File: src/design/mssm_pkg.sv
// Types and constants shared by the mouse sensor serial master.
// No dependencies.
package mssm_pkg;

	localparam int CFG_IDX_W  = 2;
	localparam int CFG_DATA_W = 16;

	localparam logic [CFG_IDX_W-1:0] CFG_HALF_BIT = 2'd0;
	localparam logic [CFG_IDX_W-1:0] CFG_WAIT     = 2'd1;

	localparam logic [7:0]  HALF_BIT_RESET = 8'd4;
	localparam logic [15:0] WAIT_RESET     = 16'd1600;

	typedef enum logic [2:0] {
		PH_IDLE = 3'd0,
		PH_ADDR = 3'd1,
		PH_DATA = 3'd2,
		PH_WAIT = 3'd3,
		PH_RECV = 3'd4
	} phase_t;

	typedef struct packed {
		logic                  we;
		logic [CFG_IDX_W-1:0]  index;
		logic [CFG_DATA_W-1:0] wdata;
	} cfg_wr_t;

	typedef struct packed {
		logic       start_req;
		logic       opcode;
		logic [6:0] address;
		logic [7:0] write_data;
		logic       sda_in;
	} in_item_t;

	typedef struct packed {
		logic       sck;
		logic       sda_out;
		logic       sda_drive;
		logic       busy_res;
		logic       done_res;
		logic [7:0] read_data;
	} res_item_t;

endpackage

File: src/design/mssm_queue.sv
// Small register queue with full/empty flags; transfer on push & !full, pop & !empty.
// Depends on nothing.
module mssm_queue #(
	parameter int WIDTH = 8,
	parameter int DEPTH = 2
) (
	input  logic             clk,
	input  logic             arst_n,
	input  logic             push,
	input  logic [WIDTH-1:0] din,
	output logic             full,
	input  logic             pop,
	output logic [WIDTH-1:0] dout,
	output logic             empty
);

	localparam int PTR_W = (DEPTH > 1) ? $clog2(DEPTH) : 1;
	localparam int CNT_W = $clog2(DEPTH + 1);
	localparam logic [PTR_W-1:0] LAST = PTR_W'(DEPTH - 1);
	localparam logic [CNT_W-1:0] FULL_CNT = CNT_W'(DEPTH);

	logic [WIDTH-1:0] mem_q [DEPTH];
	logic [PTR_W-1:0] wr_ptr_q, rd_ptr_q;
	logic [CNT_W-1:0] count_q;
	logic             do_push, do_pop;

	assign full    = (count_q == FULL_CNT);
	assign empty   = (count_q == '0);
	assign do_push = push && !full;
	assign do_pop  = pop && !empty;
	assign dout    = mem_q[rd_ptr_q];

	always_ff @(posedge clk) begin
		if (do_push) begin
			mem_q[wr_ptr_q] <= din;
		end
	end

	always_ff @(posedge clk or negedge arst_n) begin
		if (!arst_n) begin
			wr_ptr_q <= '0;
			rd_ptr_q <= '0;
			count_q  <= '0;
		end else begin
			if (do_push) begin
				wr_ptr_q <= (wr_ptr_q == LAST) ? '0 : wr_ptr_q + 1'b1;
			end
			if (do_pop) begin
				rd_ptr_q <= (rd_ptr_q == LAST) ? '0 : rd_ptr_q + 1'b1;
			end
			if (do_push && !do_pop) begin
				count_q <= count_q + 1'b1;
			end else if (do_pop && !do_push) begin
				count_q <= count_q - 1'b1;
			end
		end
	end

	a_count_bound: assert property (@(posedge clk) disable iff (!arst_n)
		count_q <= FULL_CNT) else $error("queue count beyond depth");
	a_full_holds: assert property (@(posedge clk) disable iff (!arst_n)
		(full && !pop) |=> full) else $error("full queue lost an entry");
	a_empty_holds: assert property (@(posedge clk) disable iff (!arst_n)
		(empty && !push) |=> empty) else $error("empty queue gained an entry");

endmodule

File: src/design/mssm_engine.sv
// Serial bit engine: one tick per queued item, one result per tick.
// Depends on mssm_pkg.
module mssm_engine
	import mssm_pkg::*;
(
	input  logic      clk,
	input  logic      arst_n,
	input  cfg_wr_t   cfg,
	input  in_item_t  item,
	input  logic      item_valid,
	output logic      item_pop,
	output res_item_t res,
	output logic      res_push,
	input  logic      res_full
);

	logic [7:0]  half_q;
	logic [15:0] wait_q;

	phase_t      phase_q, phase_d;
	logic [7:0]  shift_q, shift_d;
	logic [7:0]  second_q, second_d;
	logic [3:0]  bit_q, bit_d;
	logic [15:0] tick_q, tick_d;
	logic        write_q, write_d;
	logic        clock_q, clock_d;
	logic        drive_q, drive_d;
	logic [7:0]  recv_q, recv_d;

	logic        step, done, leave;
	logic [7:0]  half_eff;
	logic [3:0]  bit_inc;

	assign step     = item_valid && !res_full;
	assign item_pop = step;
	assign res_push = step;
	assign half_eff = (half_q == '0) ? 8'd1 : half_q;
	assign bit_inc  = bit_q + 4'd1;

	always_comb begin
		phase_d  = phase_q;
		shift_d  = shift_q;
		second_d = second_q;
		bit_d    = bit_q;
		tick_d   = tick_q;
		write_d  = write_q;
		clock_d  = clock_q;
		drive_d  = drive_q;
		recv_d   = recv_q;
		done     = 1'b0;
		leave    = 1'b0;
		unique case (phase_q)
			PH_IDLE: begin
				if (item.start_req) begin
					write_d  = item.opcode;
					second_d = item.write_data;
					drive_d  = 1'b1;
					phase_d  = PH_ADDR;
					shift_d  = {item.opcode, item.address};
					bit_d    = '0;
					clock_d  = 1'b0;
					tick_d   = 16'd1;
				end
			end
			PH_WAIT: begin
				if (tick_q < wait_q) begin
					tick_d = tick_q + 16'd1;
				end else begin
					leave = 1'b1;
				end
			end
			PH_ADDR, PH_DATA, PH_RECV: begin
				if (tick_q < {8'd0, half_eff}) begin
					tick_d = tick_q + 16'd1;
				end else if (!clock_q) begin
					clock_d = 1'b1;
					tick_d  = 16'd1;
					if (phase_q == PH_RECV) begin
						shift_d = {shift_q[6:0], item.sda_in};
					end
				end else begin
					bit_d = bit_inc;
					if (bit_inc < 4'd8) begin
						if (phase_q != PH_RECV) begin
							shift_d = {shift_q[6:0], 1'b0};
						end
						clock_d = 1'b0;
						tick_d  = 16'd1;
					end else if (phase_q == PH_ADDR && write_q) begin
						phase_d = PH_DATA;
						shift_d = second_q;
						bit_d   = '0;
						clock_d = 1'b0;
						tick_d  = 16'd1;
					end else if (phase_q == PH_RECV) begin
						recv_d  = shift_q;
						phase_d = PH_IDLE;
						done    = 1'b1;
					end else begin
						phase_d = PH_WAIT;
						if (wait_q == '0) begin
							leave = 1'b1;
						end else begin
							tick_d = 16'd1;
						end
					end
				end
			end
			default: begin
				phase_d = PH_IDLE;
			end
		endcase
		if (leave) begin
			if (write_q) begin
				phase_d = PH_IDLE;
				done    = 1'b1;
			end else begin
				drive_d = 1'b0;
				phase_d = PH_RECV;
				shift_d = '0;
				bit_d   = '0;
				clock_d = 1'b0;
				tick_d  = 16'd1;
			end
		end
	end

	always_comb begin
		res.sck       = clock_d;
		res.sda_out   = drive_d & shift_d[7];
		res.sda_drive = drive_d;
		res.busy_res  = (phase_d != PH_IDLE);
		res.done_res  = done;
		res.read_data = recv_d;
	end

	always_ff @(posedge clk or negedge arst_n) begin
		if (!arst_n) begin
			half_q   <= HALF_BIT_RESET;
			wait_q   <= WAIT_RESET;
			phase_q  <= PH_IDLE;
			shift_q  <= '0;
			second_q <= '0;
			bit_q    <= '0;
			tick_q   <= '0;
			write_q  <= 1'b0;
			clock_q  <= 1'b0;
			drive_q  <= 1'b0;
			recv_q   <= '0;
		end else begin
			if (cfg.we && cfg.index == CFG_HALF_BIT) begin
				half_q <= cfg.wdata[7:0];
			end
			if (cfg.we && cfg.index == CFG_WAIT) begin
				wait_q <= cfg.wdata;
			end
			if (step) begin
				phase_q  <= phase_d;
				shift_q  <= shift_d;
				second_q <= second_d;
				bit_q    <= bit_d;
				tick_q   <= tick_d;
				write_q  <= write_d;
				clock_q  <= clock_d;
				drive_q  <= drive_d;
				recv_q   <= recv_d;
			end
		end
	end

	a_done_idle: assert property (@(posedge clk) disable iff (!arst_n)
		(step && done) |-> (phase_q != PH_IDLE && phase_d == PH_IDLE))
		else $error("done outside a transaction end");
	a_wait_clock_high: assert property (@(posedge clk) disable iff (!arst_n)
		(phase_q == PH_WAIT) |-> clock_q) else $error("clock low in pause");
	a_recv_released: assert property (@(posedge clk) disable iff (!arst_n)
		(phase_q == PH_RECV) |-> !drive_q) else $error("line driven while receiving");
	a_bit_range: assert property (@(posedge clk) disable iff (!arst_n)
		(phase_q != PH_IDLE && phase_q != PH_WAIT) |-> (bit_q < 4'd8))
		else $error("bit count out of range");

endmodule

File: src/design/mouse_sensor_serial_master_unit.sv
// Mouse sensor serial master: input queue, bit engine, result queue.
// Each tick item is registered in the input queue and its result in the
// result queue; engine moves one item per cycle unless that queue is full.
// Reset (arst_n low, asynchronous): queues empty, engine idle, clock and data
// released low, half_bit_ticks 4, wait_ticks 1600.
module mouse_sensor_serial_master_unit
	import mssm_pkg::*;
#(
	parameter int QUEUE_DEPTH = 2
) (
	input  logic                  clk,
	input  logic                  arst_n,
	input  logic                  cfg_we,
	input  logic [CFG_IDX_W-1:0]  cfg_index,
	input  logic [CFG_DATA_W-1:0] cfg_wdata,
	input  logic                  push,
	output logic                  full,
	input  logic                  start_req,
	input  logic                  opcode,
	input  logic [6:0]            address,
	input  logic [7:0]            write_data,
	input  logic                  sda_in,
	output logic                  empty,
	input  logic                  pop,
	output logic                  sck,
	output logic                  sda_out,
	output logic                  sda_drive,
	output logic                  busy_res,
	output logic                  done_res,
	output logic [7:0]            read_data
);

	localparam int IN_W  = $bits(in_item_t);
	localparam int RES_W = $bits(res_item_t);

	cfg_wr_t   cfg;
	in_item_t  in_item, eng_item;
	res_item_t eng_res, out_res;
	logic      eng_valid, eng_empty, eng_pop, res_push, res_full;

	assign cfg     = '{we: cfg_we, index: cfg_index, wdata: cfg_wdata};
	assign in_item = '{start_req: start_req, opcode: opcode, address: address,
		write_data: write_data, sda_in: sda_in};
	assign eng_valid = !eng_empty;

	mssm_queue #(.WIDTH(IN_W), .DEPTH(QUEUE_DEPTH)) u_in_queue (
		.clk   (clk),
		.arst_n(arst_n),
		.push  (push),
		.din   (in_item),
		.full  (full),
		.pop   (eng_pop),
		.dout  (eng_item),
		.empty (eng_empty)
	);

	mssm_engine u_engine (
		.clk       (clk),
		.arst_n    (arst_n),
		.cfg       (cfg),
		.item      (eng_item),
		.item_valid(eng_valid),
		.item_pop  (eng_pop),
		.res       (eng_res),
		.res_push  (res_push),
		.res_full  (res_full)
	);

	mssm_queue #(.WIDTH(RES_W), .DEPTH(QUEUE_DEPTH)) u_res_queue (
		.clk   (clk),
		.arst_n(arst_n),
		.push  (res_push),
		.din   (eng_res),
		.full  (res_full),
		.pop   (pop),
		.dout  (out_res),
		.empty (empty)
	);

	assign sck       = out_res.sck;
	assign sda_out   = out_res.sda_out;
	assign sda_drive = out_res.sda_drive;
	assign busy_res  = out_res.busy_res;
	assign done_res  = out_res.done_res;
	assign read_data = out_res.read_data;

endmodule

File: config.mk
export PLATFORM = sky130hd
export DESIGN_NAME = mouse_sensor_serial_master_unit
export DESIGN_NICKNAME = d
export VERILOG_FILES = /design/src/design/mssm_pkg.sv /design/src/design/mssm_queue.sv /design/src/design/mssm_engine.sv /design/src/design/mouse_sensor_serial_master_unit.sv
export SDC_FILE = /design/constraint.sdc
export NUM_CORES = 1
export LEC_CHECK = 0
export BUFFER_PORTS_ARGS = -buffer_cell sky130_fd_sc_hd__buf_2
export CORE_MARGIN = 5
export CORE_UTILIZATION = 42
export DETAILED_ROUTE_END_ITERATION = 10
export GPL_ROUTABILITY_DRIVEN = 0
export HOLD_SLACK_MARGIN = 0.12
export PLACE_DENSITY_LB_ADDON = 0.2
export SYNTH_ARGS = -nofsm -noshare
export SYNTH_HDL_FRONTEND = slang
export SYNTH_HIERARCHICAL = 1
export SYNTH_SLANG_ARGS = --single-unit
File: constraint.sdc
create_clock -name clk -period 3 [get_ports clk]
set_input_delay 0.3 -clock clk [delete_from_list [all_inputs] [get_ports clk]]
set_output_delay 0.3 -clock clk [all_outputs]
set_load 0.01 [all_outputs]
# Word-level counts from Yosys, hierarchy flattened
# Memories as Yosys holds them, arrays and structs flattened.
# Cells that the tools add are included.
[op_classes]
n_addsub = 10
magnitude_cmp = 3
eq_ne = 8
muxes = 85
n_bitwise = 1
n_reduce_logical = 31
[op_table]
columns = ["op", "count"]
rows = [
  ["two-way mux 16 bit", 10],
  ["two-way mux 8 bit", 16],
  ["case mux 16 bit (3 select lines)", 1],
  ["two-way mux 1 bit", 34],
  ["two-way mux 4 bit", 7],
  ["two-way mux 3 bit", 7],
  ["adder 16 x 1 -> 16 bit, second input constant", 1],
  ["logical NOT 16 bit", 1],
  ["less-than comparator 16 bit", 1],
  ["less-than comparator 16 x 8 -> 1 bit", 1],
  ["case mux 8 bit (2 select lines)", 1],
  ["logical AND 1 bit", 12],
  ["two-way mux 2 bit", 5],
  ["case mux 3 bit (3 select lines)", 1],
  ["logical NOT 1 bit", 8],
  ["logical NOT 8 bit", 1],
  ["case mux 4 bit (2 select lines)", 1],
  ["== test 3 x 2 -> 1 bit, second input constant", 2],
  ["logical NOT 2 bit", 3],
  ["adder 1 bit, second input constant", 4],
  ["adder 2 x 1 -> 2 bit, second input constant", 2],
  ["adder 4 x 1 -> 4 bit, second input constant", 1],
  ["== test 2 bit, second input constant", 2],
  ["less-than comparator 4 bit, second input constant", 1],
  ["12 further kinds", 15],
]
[word_totals]
reg_bits = 82
ram_bits = 62
inputBits = 41
output_inout_bits = 15
elab_cells = 157
n_memories = 2
[memory_table]
columns = ["name", "words", "word_bits", "read_ports", "rd_clocked_by_memory_dff", "write_ports", "line_no", "source"]
rows = [
  ["u_in_queue.mem_q", 2, 18, 1, 0, 1, "mssm_queue.sv:22", "logic [WIDTH-1:0] mem_q [DEPTH];"],
  ["u_res_queue.mem_q", 2, 13, 1, 0, 1, "mssm_queue.sv:22", ""],
]

# Depth between registers and ports, before layout
# Gate-level depths: netlist of run 1.
[logic_depth]
ltp_word = 10
depth_mapped = 12
depth_no_buf = 10

# Cells and area by module
# Netlist of run 1, hierarchy kept.
[by_module_without_submodules]
columns = ["mod", "n_inst", "cells_per_inst", "area_each_um2", "seq_area_each_um2"]
rows = [
  ["mssm_engine", 1, 547, 4991.0, 1856.8],
  ["mssm_queue (u_in_queue)", 1, 75, 1545.2, 1181.1],
  ["mssm_queue (u_res_queue)", 1, 59, 1168.6, 880.8],
  ["mouse_sensor_serial_master_unit", 1, 1, 3.8, 0.0],
]

# Worst setup path after synthesis of run 1
# No wires, ideal clock.
[synth_timing]
path_type = "register to register"
startpoint = "register u_engine.wait_q[9]"
endpoint = "memory u_res_queue/mem_q[0][12] (netlist name), data pin"
setup_time_ns = 0.252
arrival_ns = 2.285
required_ns = 2.748
slack_ns = 0.462
stages_incl_launch_ff = 12
path_buffers = 2
synth_period_minus_slack_ns = 2.538
path_cell_list = "dfstp_2 -> inv_1 -> ha_1 -> nand4_1 -> or2_2 -> o211ai_1 -> a22oi_2 -> or2_4 -> buf_6 -> o21ai_1 -> a21oi_1 -> buf_4"
[synth_between]
elab_chain_len = 9
elab_cells_between_ends = 11
classes_between = "order compare (1); mux (9); reduce/logical (1)"
[synth_lines]
columns = ["item", "line_no", "source"]
rows = [
  ["start, declared", "mssm_engine.sv:18", "logic [15:0] wait_q;"],
  ["start signal, assigned", "mssm_engine.sv:155", "wait_q <= cfg.wdata;"],
  ["logical NOT 16 bit", "mssm_engine.sv:101", "if (wait_q == '0) begin"],
  ["two-way mux 1 bit", "mssm_engine.sv:101", ""],
  ["two-way mux 1 bit", "mssm_engine.sv:95", "end else if (phase_q == PH_RECV) begin"],
  ["two-way mux 1 bit", "mssm_engine.sv:89", "end else if (phase_q == PH_ADDR && write_q) begin"],
  ["two-way mux 1 bit", "mssm_engine.sv:83", "if (bit_inc < 4'd8) begin"],
  ["two-way mux 1 bit", "mssm_engine.sv:75", "end else if (!clock_q) begin"],
  ["two-way mux 1 bit", "mssm_engine.sv:73", "if (tick_q < {8'd0, half_eff}) begin"],
  ["case mux 1 bit (2 select lines) (*)", "mssm_engine.sv:52", "unique case (phase_q)"],
  ["two-way mux 1 bit (*)", "mssm_engine.sv:113", "if (leave) begin"],
  ["net u_engine.clock_d", "mssm_engine.sv:26", "logic clock_q, clock_d;"],
  ["end, declared", "mssm_queue.sv:22", ""],
]
# The timed path passes the listed nets; every way through them passes the cells marked *.

==> results.sh, run 1 <==
export IMPL_dp_worst_setup_slack_ps=130
export IMPL_wl_met3_um=1290
export IMPL_internal_power_uw=5430
export IMPL_synth_top_area_cell="dfrtp_1"
export IMPL_netlist_area_leader_share=0.253
export IMPL_power_uw=8710
export IMPL_crit_path_start_kind="register"
export IMPL_cts_root_buf="clkbuf_16"
export IMPL_topRoutingLayerUsed="met4"
export IMPL_fin_nets=849
export IMPL_syn_avg_cell_area_um2=11.3
export IMPL_netlist_instances=682
export IMPL_pwr_share_seq=0.372
export IMPL_clock_fmax_mhz=350
export IMPL_yosys_warnings=6
export IMPL_multi_input_area_um2=3440
export IMPL_clock_sinks=144
export IMPL_fill_cells=1609
export IMPL_initial_core_util=0.428
export IMPL_vdd_drop_max_uv=537
export IMPL_portBuffers=55
export IMPL_synth_distinct_cells=74
export IMPL_period_minus_slack_ps=2860
export IMPL_die_h_um=145
export IMPL_synth_fa_ha_area_frac=0.0422
export IMPL_synthMuxAreaShare=0.124
export IMPL_cp_cell_sequence="inv_1, ha_1, a211oi_1, o21ai_0, o2111ai_1, o211ai_1, buf_4, a22oi_2, or2_4, o21ai_1, a21oi_1"
export IMPL_clk_pin_slew_ps=60
export IMPL_routedWlPerCell_um=17.5
export IMPL_p_per_area_nw_per_um2=949
export IMPL_cp_data_required_time_ps=3210
export IMPL_worst_setup_path_end_kind="register"
export IMPL_synthArstFlopShare=0.569
export IMPL_regArea_um2=3920
export IMPL_grt_ovfl_total=0
export IMPL_grt_max_degree=63
export IMPL_setup_violations_final=0
export IMPL_p_comb_frac=0.393
export IMPL_tightest_slew_ps=870
export IMPL_cp_max_fo=13
export IMPL_area_growth_pct=19.0
export IMPL_grt_first_pass_wirelength_um=29900
export IMPL_cts_path_max_buffers=2
export IMPL_hold_viol_final=0
export IMPL_status="complete, no violations"
export IMPL_slew_viol_final=0
export IMPL_slew_headroom=0.420
export IMPL_ant_nets=0
export IMPL_cts_tree="done"
export IMPL_via_per_inst=5.64
export IMPL_diodes=0
export IMPL_yosys_area_share_simple=0.121
export IMPL_synth_compound_area_frac=0.142
export IMPL_min_path_type="input port to register"
export IMPL_syn_area_um2=7710
export IMPL_clock_latency_ps=420
export IMPL_ys_flop_type="dfrtp_1"
export IMPL_wl_met2_um=8220
export IMPL_syn_nets=749
export IMPL_grt_usage=0.173
export IMPL_critPathArrivalTime_ps=3070
export IMPL_grt_pass1_vias=5853
export IMPL_worst_path_max_delay_cell="dfstp_2"
export IMPL_synth_xor_area_frac=0.0146
export IMPL_placementRows=49
export IMPL_numCtsBuffers=17
export IMPL_ys_seq_elements=144
export IMPL_first_pass_iters=5
export IMPL_finalClockSkew_ps=6.97
export IMPL_p_sw_frac=0.377
export IMPL_h_tree_depth=4
export IMPL_dpl_hpwl_um=12600
export IMPL_core_area_um2=18000
export IMPL_drive_gt1_frac=0.267
export IMPL_drc_errors=0
export IMPL_clockPowerShare=0.236
export IMPL_dieArea_um2=21200
export IMPL_critPathKind="register to register"
export IMPL_die_x_um=145
export IMPL_drv_cap=0
export IMPL_synth_seq_area_share=0.508
export IMPL_setup_ws_ps=143
export IMPL_synth_area_leaders="dfrtp_1 25%, edfxtp_1 24%, mux2_2 6.3%"
export IMPL_fin_crit_sh=0.952
export IMPL_cpPeakStageDelay_ps=550
export IMPL_vias=5771
export IMPL_synth_top_family_by_area="compound AO/OA/AOI/OAI gates"
export IMPL_drt_iter0_drc=418
export IMPL_p_leak_uw=0.00385
export IMPL_wl_um=18000
export IMPL_wl_met1_um=8020
export IMPL_antenna_found_initial=0
export IMPL_ios=56
export IMPL_p_switching_uw=3280
export IMPL_synth_edff_count=62
repair_timing:
item,4_1_cts,5_1_grt
hold endpoints to repair,108,0
endpoints found under the setup margin,0,3
hold buffers,32,0
buffers inserted,0,1
gates resized for setup,0,0
kinds of logic after synthesis:
| logic type | count (synthesis) |
|---|---|
| AO/OA/AOI/OAI | 165 |
| XOR/XNOR | 12 |
| adder cells (fa/ha/maj) | 26 |
| buffers and inverters | 75 |
| flip-flops | 144 |
| multiplexers | 80 |
| AND/OR/NAND/NOR | 180 |
synth_stat cells (5+ instances only):
| cell type | n |
|---|---|
| a211oi_1 | 6 |
| a21oi_1 | 43 |
| a22oi_1 | 9 |
| a31oi_1 | 11 |
| and3_1 | 5 |
| buf_2 | 8 |
| buf_4 | 5 |
| buf_6 | 5 |
| clkbuf_1 | 14 |
| dfrtp_1 | 78 |
| edfxtp_1 | 62 |
| ha_1 | 26 |
| inv_1 | 38 |
| mux2_1 | 12 |
| mux2_2 | 43 |
| mux2_4 | 18 |
| mux2i_1 | 7 |
| nand2_1 | 70 |
| nand2b_1 | 8 |
| nand3_1 | 11 |
| nand4_1 | 7 |
| nor2_1 | 20 |
| nor3_1 | 21 |
| nor4_1 | 6 |
| o21ai_0 | 37 |
| o21ai_1 | 11 |
| o2bb2ai_1 | 7 |
| xnor2_1 | 6 |
| xor2_1 | 5 |
layout make-up:
cell class | instances | share of cell area
sequential | 144 | 0.427
clock inverter | 15 | 0.0164
timing repair buffer | 114 | 0.0873
multi-input combinational | 464 | 0.375
clock buffer | 17 | 0.0464
tap | 229 | 0.0312
inverter | 41 | 0.0168
per-stage QoR:
step	hold slack [ps]	utilization	TNS (ps)	instance area, um2	std cells
detailed placement	456	0.458	0	8260	958
finish	143	0.509	0	9170	1024
floorplan	4.41	-	0	7710	682
global placement	448	0.458	0	8260	958
CTS	123	0.508	0	9150	1022
global route	136	0.509	-7.33	9170	1024
power groups by stage:
stage | Sequential, uW | Combinational, uW | Clock, uW
CTS | 3240 | 3410 | 2110
floorplan | 3070 | 2610 | 0
detailed placement | 3280 | 3340 | 0
global placement | 3240 | 3250 | 0
global route | 3310 | 3800 | 2200
finish | 3240 | 3420 | 2050
layout by cell type (no fill, tap or decap), types with 4 or more instances in the layout:
| master | count |
|---|---|
| clkbuf_16 | 17 |
| inv_1 | 38 |
| nand2b_1 | 8 |
| or2_2 | 4 |
| and3_1 | 5 |
| nor3_1 | 21 |
| buf_2 | 54 |
| o31ai_1 | 4 |
| a22oi_1 | 9 |
| mux2_1 | 12 |
| a21oi_1 | 43 |
| mux2i_1 | 7 |
| dfrtp_1 | 78 |
| xor2_1 | 5 |
| inv_6 | 4 |
| nor2_1 | 20 |
| a31oi_1 | 11 |
| xnor2_1 | 6 |
| a211oi_1 | 6 |
| nand2_1 | 70 |
| dfstp_2 | 4 |
| nor3b_1 | 4 |
| a31o_1 | 4 |
| nand3_1 | 11 |
| o2bb2ai_1 | 7 |
| o21ai_1 | 11 |
| o211ai_1 | 4 |
| mux2_2 | 43 |
| nor4_1 | 6 |
| edfxtp_1 | 62 |
| nor4_2 | 4 |
| buf_4 | 28 |
| nand4_1 | 7 |
| ha_1 | 26 |
| mux2_4 | 18 |
| dlygate4sd3_1 | 32 |
| o21ai_0 | 37 |
metal layers:
layer	vias up	track usage
met5	-	0
li1	2729	-
met1	2774	0.241
met3	39	0.0402
met2	229	0.264
met4	0	0.0625
worst max-delay path: cells and delay by family (launching register included):
kind	cells	cell delay, ps
AOI/OAI and AO/OA	7	1260
and+or+nand+nor	1	280
adders and majority gates	1	300
buffers and inverters	2	250
DFF	1	550
final timing paths:
check | start | end | slack [ps] | depth (start not counted)
max in group asynchronous | arst_n | u_engine/wait_q[6] | 1760 | 3
hold / removal | cfg_wdata[0] | u_engine/wait_q[0] | 140 | 2
hold reg to reg | u_engine/recv_q[1] | u_engine/recv_q[1] | 490 | 1
setup / recovery | u_engine/wait_q[9] | u_res_queue/mem_q[1][12] | 140 | 11
setup reg to reg | u_engine/wait_q[9] | u_res_queue/mem_q[1][12] | 140 | 11
min in group asynchronous | arst_n | u_engine/wait_q[0] | 490 | 2
sequential cells by signal, summed over array words and instances (netlist names), 8 cells and up:
name	flops
u_in_queue/mem_q	36
u_engine/tick_q	16
u_engine/shift_q	8
u_engine/recv_q	8
u_engine/second_q	8
u_res_queue/mem_q	26
u_engine/wait_q	16
u_engine/half_q	8
Note: power is estimated with default switching activity, not from simulation.
==> run 2, diff against run 1 <==
--- a/config.mk
+++ b/config.mk
@@ -5,7 +5,9 @@
 export SDC_FILE = /design/constraint.sdc
 export NUM_CORES = 1
 export LEC_CHECK = 0
+export ABC_AREA = 1
 export BUFFER_PORTS_ARGS = -buffer_cell sky130_fd_sc_hd__buf_2
+export CAP_MARGIN = 40
 export CORE_MARGIN = 5
 export CORE_UTILIZATION = 42
 export DETAILED_ROUTE_END_ITERATION = 10
==> constraint.sdc (replaced) <==
create_clock -name clk -period 3.39 [get_ports clk]
set_input_delay 0.339 -clock clk [delete_from_list [all_inputs] [get_ports clk]]
set_output_delay 0.339 -clock clk [all_outputs]
set_load 0.01 [all_outputs]
==> run 2 against run 1 <==
  * Synthesized cell count up 71%
  * Routed wire length grew 21%
  * Combinational power up 2%
  * Global-route usage rose by 1.9 points
  * Count of clock-buffer cells in the layout did not move
  * Register-to-register slack gained 330 ps
  * Final cell count grew 47%
  * Largest cell class is now multi-input combinational cells
  * Highest routed layer unchanged
==> results.sh, run 2 <==
export IMPL_drive_gt1_frac=0.118
export IMPL_ant_nets=0
export IMPL_synth_edff_count=62
export IMPL_dp_worst_setup_slack_ps=517
export IMPL_cp_data_required_time_ps=3740
export IMPL_synth_top_area_cell="dfrtp_1"
export IMPL_layout_common_cells="382 x nand2_1, 116 x inv_1, 107 x o21ai_0"
export IMPL_vias=7742
export IMPL_core_area_um2=20400
export IMPL_grt_pass1_vias=7214
export IMPL_cts_resized=0
export IMPL_p_per_area_nw_per_um2=809
export IMPL_cts_root_buf="clkbuf_16"
export IMPL_crit_path_start_kind="register"
export IMPL_cts_tree="done"
export IMPL_drv_cap=0
export IMPL_hold_viol_final=0
export IMPL_cp_common_cell="nand2_2"
export IMPL_cp_max_fo=13
export IMPL_routedWlPerCell_um=14.5
export IMPL_p_leak_uw=0.00461
export IMPL_grt_first_pass_wirelength_um=37300
export IMPL_slew_viol_final=0
export IMPL_area_growth_pct=14.6
export IMPL_placementRows=52
export IMPL_clock_fmax_mhz=343
export IMPL_finalClockSkew_ps=12.8
export IMPL_fill_cells=1982
export IMPL_antenna_found_initial=0
export IMPL_synthArstFlopShare=0.569
export IMPL_min_path_type="input port to register"
export IMPL_initial_core_util=0.430
export IMPL_final_common_cell="nand2_1"
export IMPL_reg_largest_list="u_in_queue/mem_q: 36 flops, u_res_queue/mem_q: 26 flops"
export IMPL_synth_most_common_cell="nand2_1"
export IMPL_slew_headroom=0.513
export IMPL_setup_ws_ps=471
export IMPL_clock_sinks=144
export IMPL_synth_seq_area_share=0.447
export IMPL_utilization=0.493
export IMPL_critPathKind="register to register"
export IMPL_placed_area_um2=9270
export IMPL_cts_path_max_buffers=2
export IMPL_dpl_hpwl_um=14600
export IMPL_via_per_inst=5.15
export IMPL_r2r_cells=13
export IMPL_syn_nets=1230
export IMPL_worst_setup_path_end_kind="register"
export IMPL_dieArea_um2=23900
export IMPL_fin_crit_sh=0.861
export IMPL_critPathArrivalTime_ps=3270
export IMPL_rrSetupSlack_ps=470
export IMPL_clock_latency_ps=430
export IMPL_cp_cell_sequence="inv_1, ha_1, a21oi_1, o21a_1, nor2_1, nor2_2, nand2_2, nand2_2, nand2_2, nand2_1, buf_4, nand2_1, o21ai_0"
export IMPL_synth_area_leaders="dfrtp_1 22%, edfxtp_1 21%, nand2_1 16%"
export IMPL_ys_flop_type="dfrtp_1"
export IMPL_synth_compound_area_frac=0.108
export IMPL_yosys_area_share_simple=0.305
export IMPL_status="complete, no violations"
export IMPL_first_pass_iters=5
export IMPL_drc_errors=0
export IMPL_drt_iter0_drc=706
export IMPL_fin_cells=1503
export IMPL_synth_top_family_by_area="simple AND/OR/NAND/NOR gates"
export IMPL_rr_endpoint="u_engine/tick_q[13]"
export IMPL_hp_start="cfg_wdata[2]"
export IMPL_cpPeakStageDelay_ps=520
export IMPL_synthMuxAreaShare=0
export IMPL_vdd_drop_max_uv=421
export IMPL_yosys_warnings=6
export IMPL_period_minus_slack_ps=2920
export IMPL_grt_usage=0.191
export IMPL_syn_area_um2=8760
export IMPL_synth_fa_ha_area_frac=0.0371
export IMPL_hold_path_end="u_engine/half_q[2]"
export IMPL_finalInstanceArea_um2=10000
export IMPL_dp_cells=1452
export IMPL_portBuffers=55
export IMPL_grt_max_degree=52
export IMPL_largest_register_ffs=36
export IMPL_wl_um=21700
export IMPL_grt_ovfl_total=0
export IMPL_holdPathStages=3
export IMPL_numCtsBuffers=17
export IMPL_top_register="u_in_queue/mem_q"
export IMPL_ys_seq_elements=144
export IMPL_synth_xor_area_frac=0.0170
export IMPL_netlist_instances=1163
export IMPL_synth_common_cells="382 x nand2_1, 116 x inv_1, 107 x o21ai_0"
export IMPL_rsz0062_at_grt="no"
export IMPL_worst_path_max_delay_cell="dfstp_2"
export IMPL_syn_avg_cell_area_um2=7.54
export IMPL_fin_nets=1287
export IMPL_r2r_start="u_engine/wait_q[9]"
export IMPL_die_x_um=154
export IMPL_ios=56
export IMPL_h_tree_depth=4
export IMPL_tightest_slew_ps=730
export IMPL_clk_pin_slew_ps=70
export IMPL_die_h_um=154
export IMPL_netlist_area_leader_share=0.223
export IMPL_setup_violations_final=0
export IMPL_diodes=0
export IMPL_synth_distinct_cells=38
export IMPL_setup_tns_ps=0
==> run 2: per-stage QoR <==
| stage | hold slack, ps | total power [uW] |
|---|---|---|
| floorplan | 43.4 | 5280 |
| global placement | 301 | 6210 |
| finish | 142 | 8130 |
| CTS | 132 | 8170 |
| global route | 169 | 8840 |
| detailed placement | 309 | 6230 |
==> run 2: kinds of logic after synthesis <==
family | after synthesis
and+or+nand+nor | 617
DFF | 144
AOI/OAI and AO/OA | 178
buffers and inverters | 181
xor gates and xnor gates | 17
adders and majority gates | 26
==> run 2: worst max path at each step <==
stage / slack, ps / end / from / cells past startpoint
final: 470 / u_engine/tick_q[13] / u_engine/wait_q[9] / 13
after global routing: 300 / u_engine/tick_q[13] / u_engine/wait_q[9] / 13
after CTS: 500 / u_engine/tick_q[13] / u_engine/wait_q[9] / 13
after detailed placement: 520 / u_engine/tick_q[0] / u_engine/wait_q[9] / 11
after global placement: 610 / u_res_queue/mem_q[0][11] / u_engine/tick_q[5] / 13
after floorplan: 910 / u_res_queue/mem_q[1][0] / u_in_queue/count_q[0] / 9
==> run 2: cell type report <==
cell class	count	area, um2	share of cell area
clock buffer	17	425	0.0424
clock inverter	15	160	0.0160
inverter	124	465	0.0464
multi-input combinational	838	4100	0.408
sequential	144	3920	0.390
tap	270	338	0.0336
timing repair buffer	95	633	0.0631
==> run 2: worst max-delay path, delay by kind of cell (launching register included) <==
family                     cells  cell delay (ps)
DFF                            1              520
AOI/OAI and AO/OA              3              490
and+or+nand+nor                7             1240
adders and majority gates      1              310
buffers and inverters          2              270
==> run 2: power by group <==
part           internal [uW]  switching [uW]  total, uW  leakage [uW]
combinational           1110            2390       3500       0.00271
sequential              2400             345       2740       0.00161
clock                   1050             839       1890      0.000289
total                   4560            3570       8130       0.00461
==> run 2: what timing repair did <==
item,4_1_cts,5_1_grt
buffers inserted,0,0
hold endpoints to repair,63,0
hold buffers,19,0
==> run 2: per-layer routing <==
metal  part of all wire  vias to the layer above  track usage
li1                   -                     3939            -
met1               0.49                     3531        0.286
met2               0.44                      244        0.281
met3              0.061                       28       0.0360
met4              0.014                        0       0.0563
met5                  0                        -            0
==> run 3, diff against run 2 <==
--- a/config.mk
+++ b/config.mk
@@ -8,6 +8,7 @@
 export ABC_AREA = 1
 export BUFFER_PORTS_ARGS = -buffer_cell sky130_fd_sc_hd__buf_2
 export CAP_MARGIN = 40
+export CORE_ASPECT_RATIO = 0.7
 export CORE_MARGIN = 5
 export CORE_UTILIZATION = 42
 export DETAILED_ROUTE_END_ITERATION = 10
==> constraint.sdc (replaced) <==
create_clock -name clk -period 3.39 [get_ports clk]
set_input_delay 0.5085 -clock clk [delete_from_list [all_inputs] [get_ports clk]]
set_output_delay 0.5085 -clock clk [all_outputs]
set_load 0.01 [all_outputs]
==> run 3 against run 2 <==
  * First-iteration DRC count grew 26%
  * Count of clock-buffer cells in the layout is 1 higher
  * Total power about the same
  * Sequential share of layout area rose by 0.59 points
  * Sequential power is essentially flat
  * Maximum frequency decreased by 3.5%
  * Clock skew down 3.6 ps
  * Critical path depth fell by 1
  * Register-to-register slack worse by 110 ps
  * Core utilization fell by 1.4 points
  * Setup slack lost 110 ps
  * Largest power group unchanged
==> results.sh, run 3 (synthesis gave the netlist of run 2 again) <==
export IMPL_status="complete, no violations"
export IMPL_placementRows=44
export IMPL_drt_iter0_drc=887
export IMPL_numCtsBuffers=17
export IMPL_period_minus_slack_ps=3030
export IMPL_pwr_share_seq=0.341
export IMPL_slew_viol_final=0
export IMPL_dpl_hpwl_um=15500
export IMPL_layout_common_cells="382 x nand2_1, 116 x inv_1, 107 x o21ai_0"
export IMPL_dieArea_um2=23900
export IMPL_p_leak_uw=0.00454
export IMPL_final_common_cell="nand2_1"
export IMPL_cts_resized=0
export IMPL_die_h_um=131
export IMPL_clk_pin_slew_ps=60
export IMPL_cp_max_fo=13
export IMPL_critPathTopFamily="simple AND/OR/NAND/NOR gates"
export IMPL_utilization=0.479
export IMPL_fin_crit_sh=0.893
export IMPL_vias=7733
export IMPL_r2r_cells=12
export IMPL_rrSetupSlack_ps=360
export IMPL_crit_cells=12
export IMPL_worst_path_max_delay_cell="dfstp_2"
export IMPL_worst_setup_path_end_kind="register"
export IMPL_clock_fmax_mhz=330
export IMPL_first_pass_iters=6
export IMPL_cp_cell_sequence="inv_1, ha_1, a21oi_1, o21a_1, nor2_1, nor2_2, nand2_2, nand2_2, nand2_2, nand2_1, nand2_1, nand3b_1"
export IMPL_rr_endpoint="u_res_queue/mem_q[0][9]"
export IMPL_cts_path_max_buffers=2
export IMPL_critPathKind="register to register"
export IMPL_slew_headroom=0.486
export IMPL_setup_violations_final=0
export IMPL_grt_usage=0.195
export IMPL_drv_cap=0
export IMPL_drc_errors=0
export IMPL_initial_core_util=0.425
export IMPL_p_sw_frac=0.439
export IMPL_grt_max_degree=52
export IMPL_critPathCapture="u_res_queue/mem_q[0][9]"
export IMPL_cp_data_required_time_ps=3550
export IMPL_portBuffers=55
export IMPL_grt_pass1_vias=7021
export IMPL_clockPowerShare=0.229
export IMPL_startpoint="u_engine/wait_q[9]"
export IMPL_finalClockSkew_ps=9.22
export IMPL_via_per_inst=5.18
export IMPL_clock_latency_ps=430
export IMPL_cp_common_cell="nand2_2"
export IMPL_largest_register_ffs=36
export IMPL_min_path_type="input port to register"
export IMPL_internal_power_uw=4560
export IMPL_reg_largest_list="u_in_queue/mem_q: 36 flops, u_res_queue/mem_q: 26 flops"
export IMPL_diodes=0
export IMPL_routedWlPerCell_um=15.0
export IMPL_top_register="u_in_queue/mem_q"
export IMPL_p_per_area_nw_per_um2=821
export IMPL_p_comb_frac=0.430
export IMPL_antenna_found_initial=0
export IMPL_p_switching_uw=3560
export IMPL_rsz0062_at_grt="no"
export IMPL_drive_gt1_frac=0.121
export IMPL_power_uw=8120
export IMPL_die_x_um=183
export IMPL_ios=56
export IMPL_critPathArrivalTime_ps=3190
export IMPL_r2r_start="u_engine/wait_q[9]"
export IMPL_vdd_drop_max_uv=379
export IMPL_area_growth_pct=12.8
export IMPL_cts_root_buf="clkbuf_16"
export IMPL_tightest_slew_ps=771
export IMPL_fin_nets=1271
export IMPL_grt_ovfl_total=0
export IMPL_critPathBufInv=1
export IMPL_wl_um=22400
export IMPL_cts_tree="done"
export IMPL_cpPeakStageDelay_ps=510
export IMPL_crit_path_start_kind="register"
export IMPL_grt_first_pass_wirelength_um=37300
export IMPL_clock_sinks=144
export IMPL_ant_nets=0
export IMPL_fill_cells=1983
export IMPL_core_area_um2=20600
export IMPL_hold_viol_final=0
export IMPL_setup_tns_ps=0
export IMPL_h_tree_depth=4
-- run 3: worst register-to-register path, stage by stage, from the launching register on --
cell	delay [ps]
dfstp_2	510
inv_1	60
ha_1	300
a21oi_1	140
o21a_1	120
nor2_1	40
nor2_2	320
nand2_2	270
nand2_2	180
nand2_2	120
nand2_1	390
nand2_1	120
nand3b_1	200
-- run 3: power groups by stage --
| stage | sequential [uW] | combinational (uW) | clock [uW] |
|---|---|---|---|
| after floorplan | 2650 | 2630 | 0 |
| after global placement | 2790 | 3410 | 0 |
| after detailed placement | 2800 | 3460 | 0 |
| after CTS | 2760 | 3480 | 1910 |
| after global routing | 2840 | 4010 | 1980 |
| final | 2770 | 3490 | 1860 |
-- run 3: how the worst min path moves through the flow --
| stage | from | endpoint | slack (ps) | cells after the start |
|---|---|---|---|---|
| floorplan | arst_n | u_engine/bit_q[0] | 210 | 0 |
| global placement | u_in_queue/wr_ptr_q | u_in_queue/wr_ptr_q | 460 | 2 |
| detailed placement | u_in_queue/wr_ptr_q | u_in_queue/wr_ptr_q | 470 | 2 |
| CTS | write_data[4] | u_in_queue/mem_q[0][5] | 250 | 1 |
| global route | address[5] | u_in_queue/mem_q[0][14] | 250 | 1 |
| finish | write_data[4] | u_in_queue/mem_q[0][5] | 270 | 1 |
-- run 3: stage by stage --
step	setup slack [ps]	instances	hold slack (ps)	cell area, um2
global route	139	1493	250	9890
global placement	462	1458	463	9270
CTS	376	1493	246	9890
detailed placement	374	1460	473	9300
floorplan	906	1163	213	8760
finish	364	1493	265	9890
-- run 3: area by class of cell --
cell class	count	area, um2	share of cell area
Multi-Input combinational cell	838	4100	0.415
Sequential cell	144	3920	0.396
Timing Repair Buffer	79	480	0.0486
Inverter	124	465	0.0471
Clock buffer	18	439	0.0444
Tap cell	276	345	0.0349
Clock inverter	14	141	0.0143
-- run 3: layer usage --
| layer | part of all wire | up-vias | GRT usage |
|---|---|---|---|
| met1 | 0.51 | 3488 | 0.310 |
| met4 | 0.0090 | 0 | 0.0446 |
| met3 | 0.091 | 21 | 0.0432 |
| met5 | 0 | - | 0 |
| li1 | - | 3892 | - |
| met2 | 0.39 | 332 | 0.267 |
-- run 3: repair_timing --
item	CTS	global route
buffers inserted	0	0
hold buffers	1	0
hold endpoints to repair	29	0
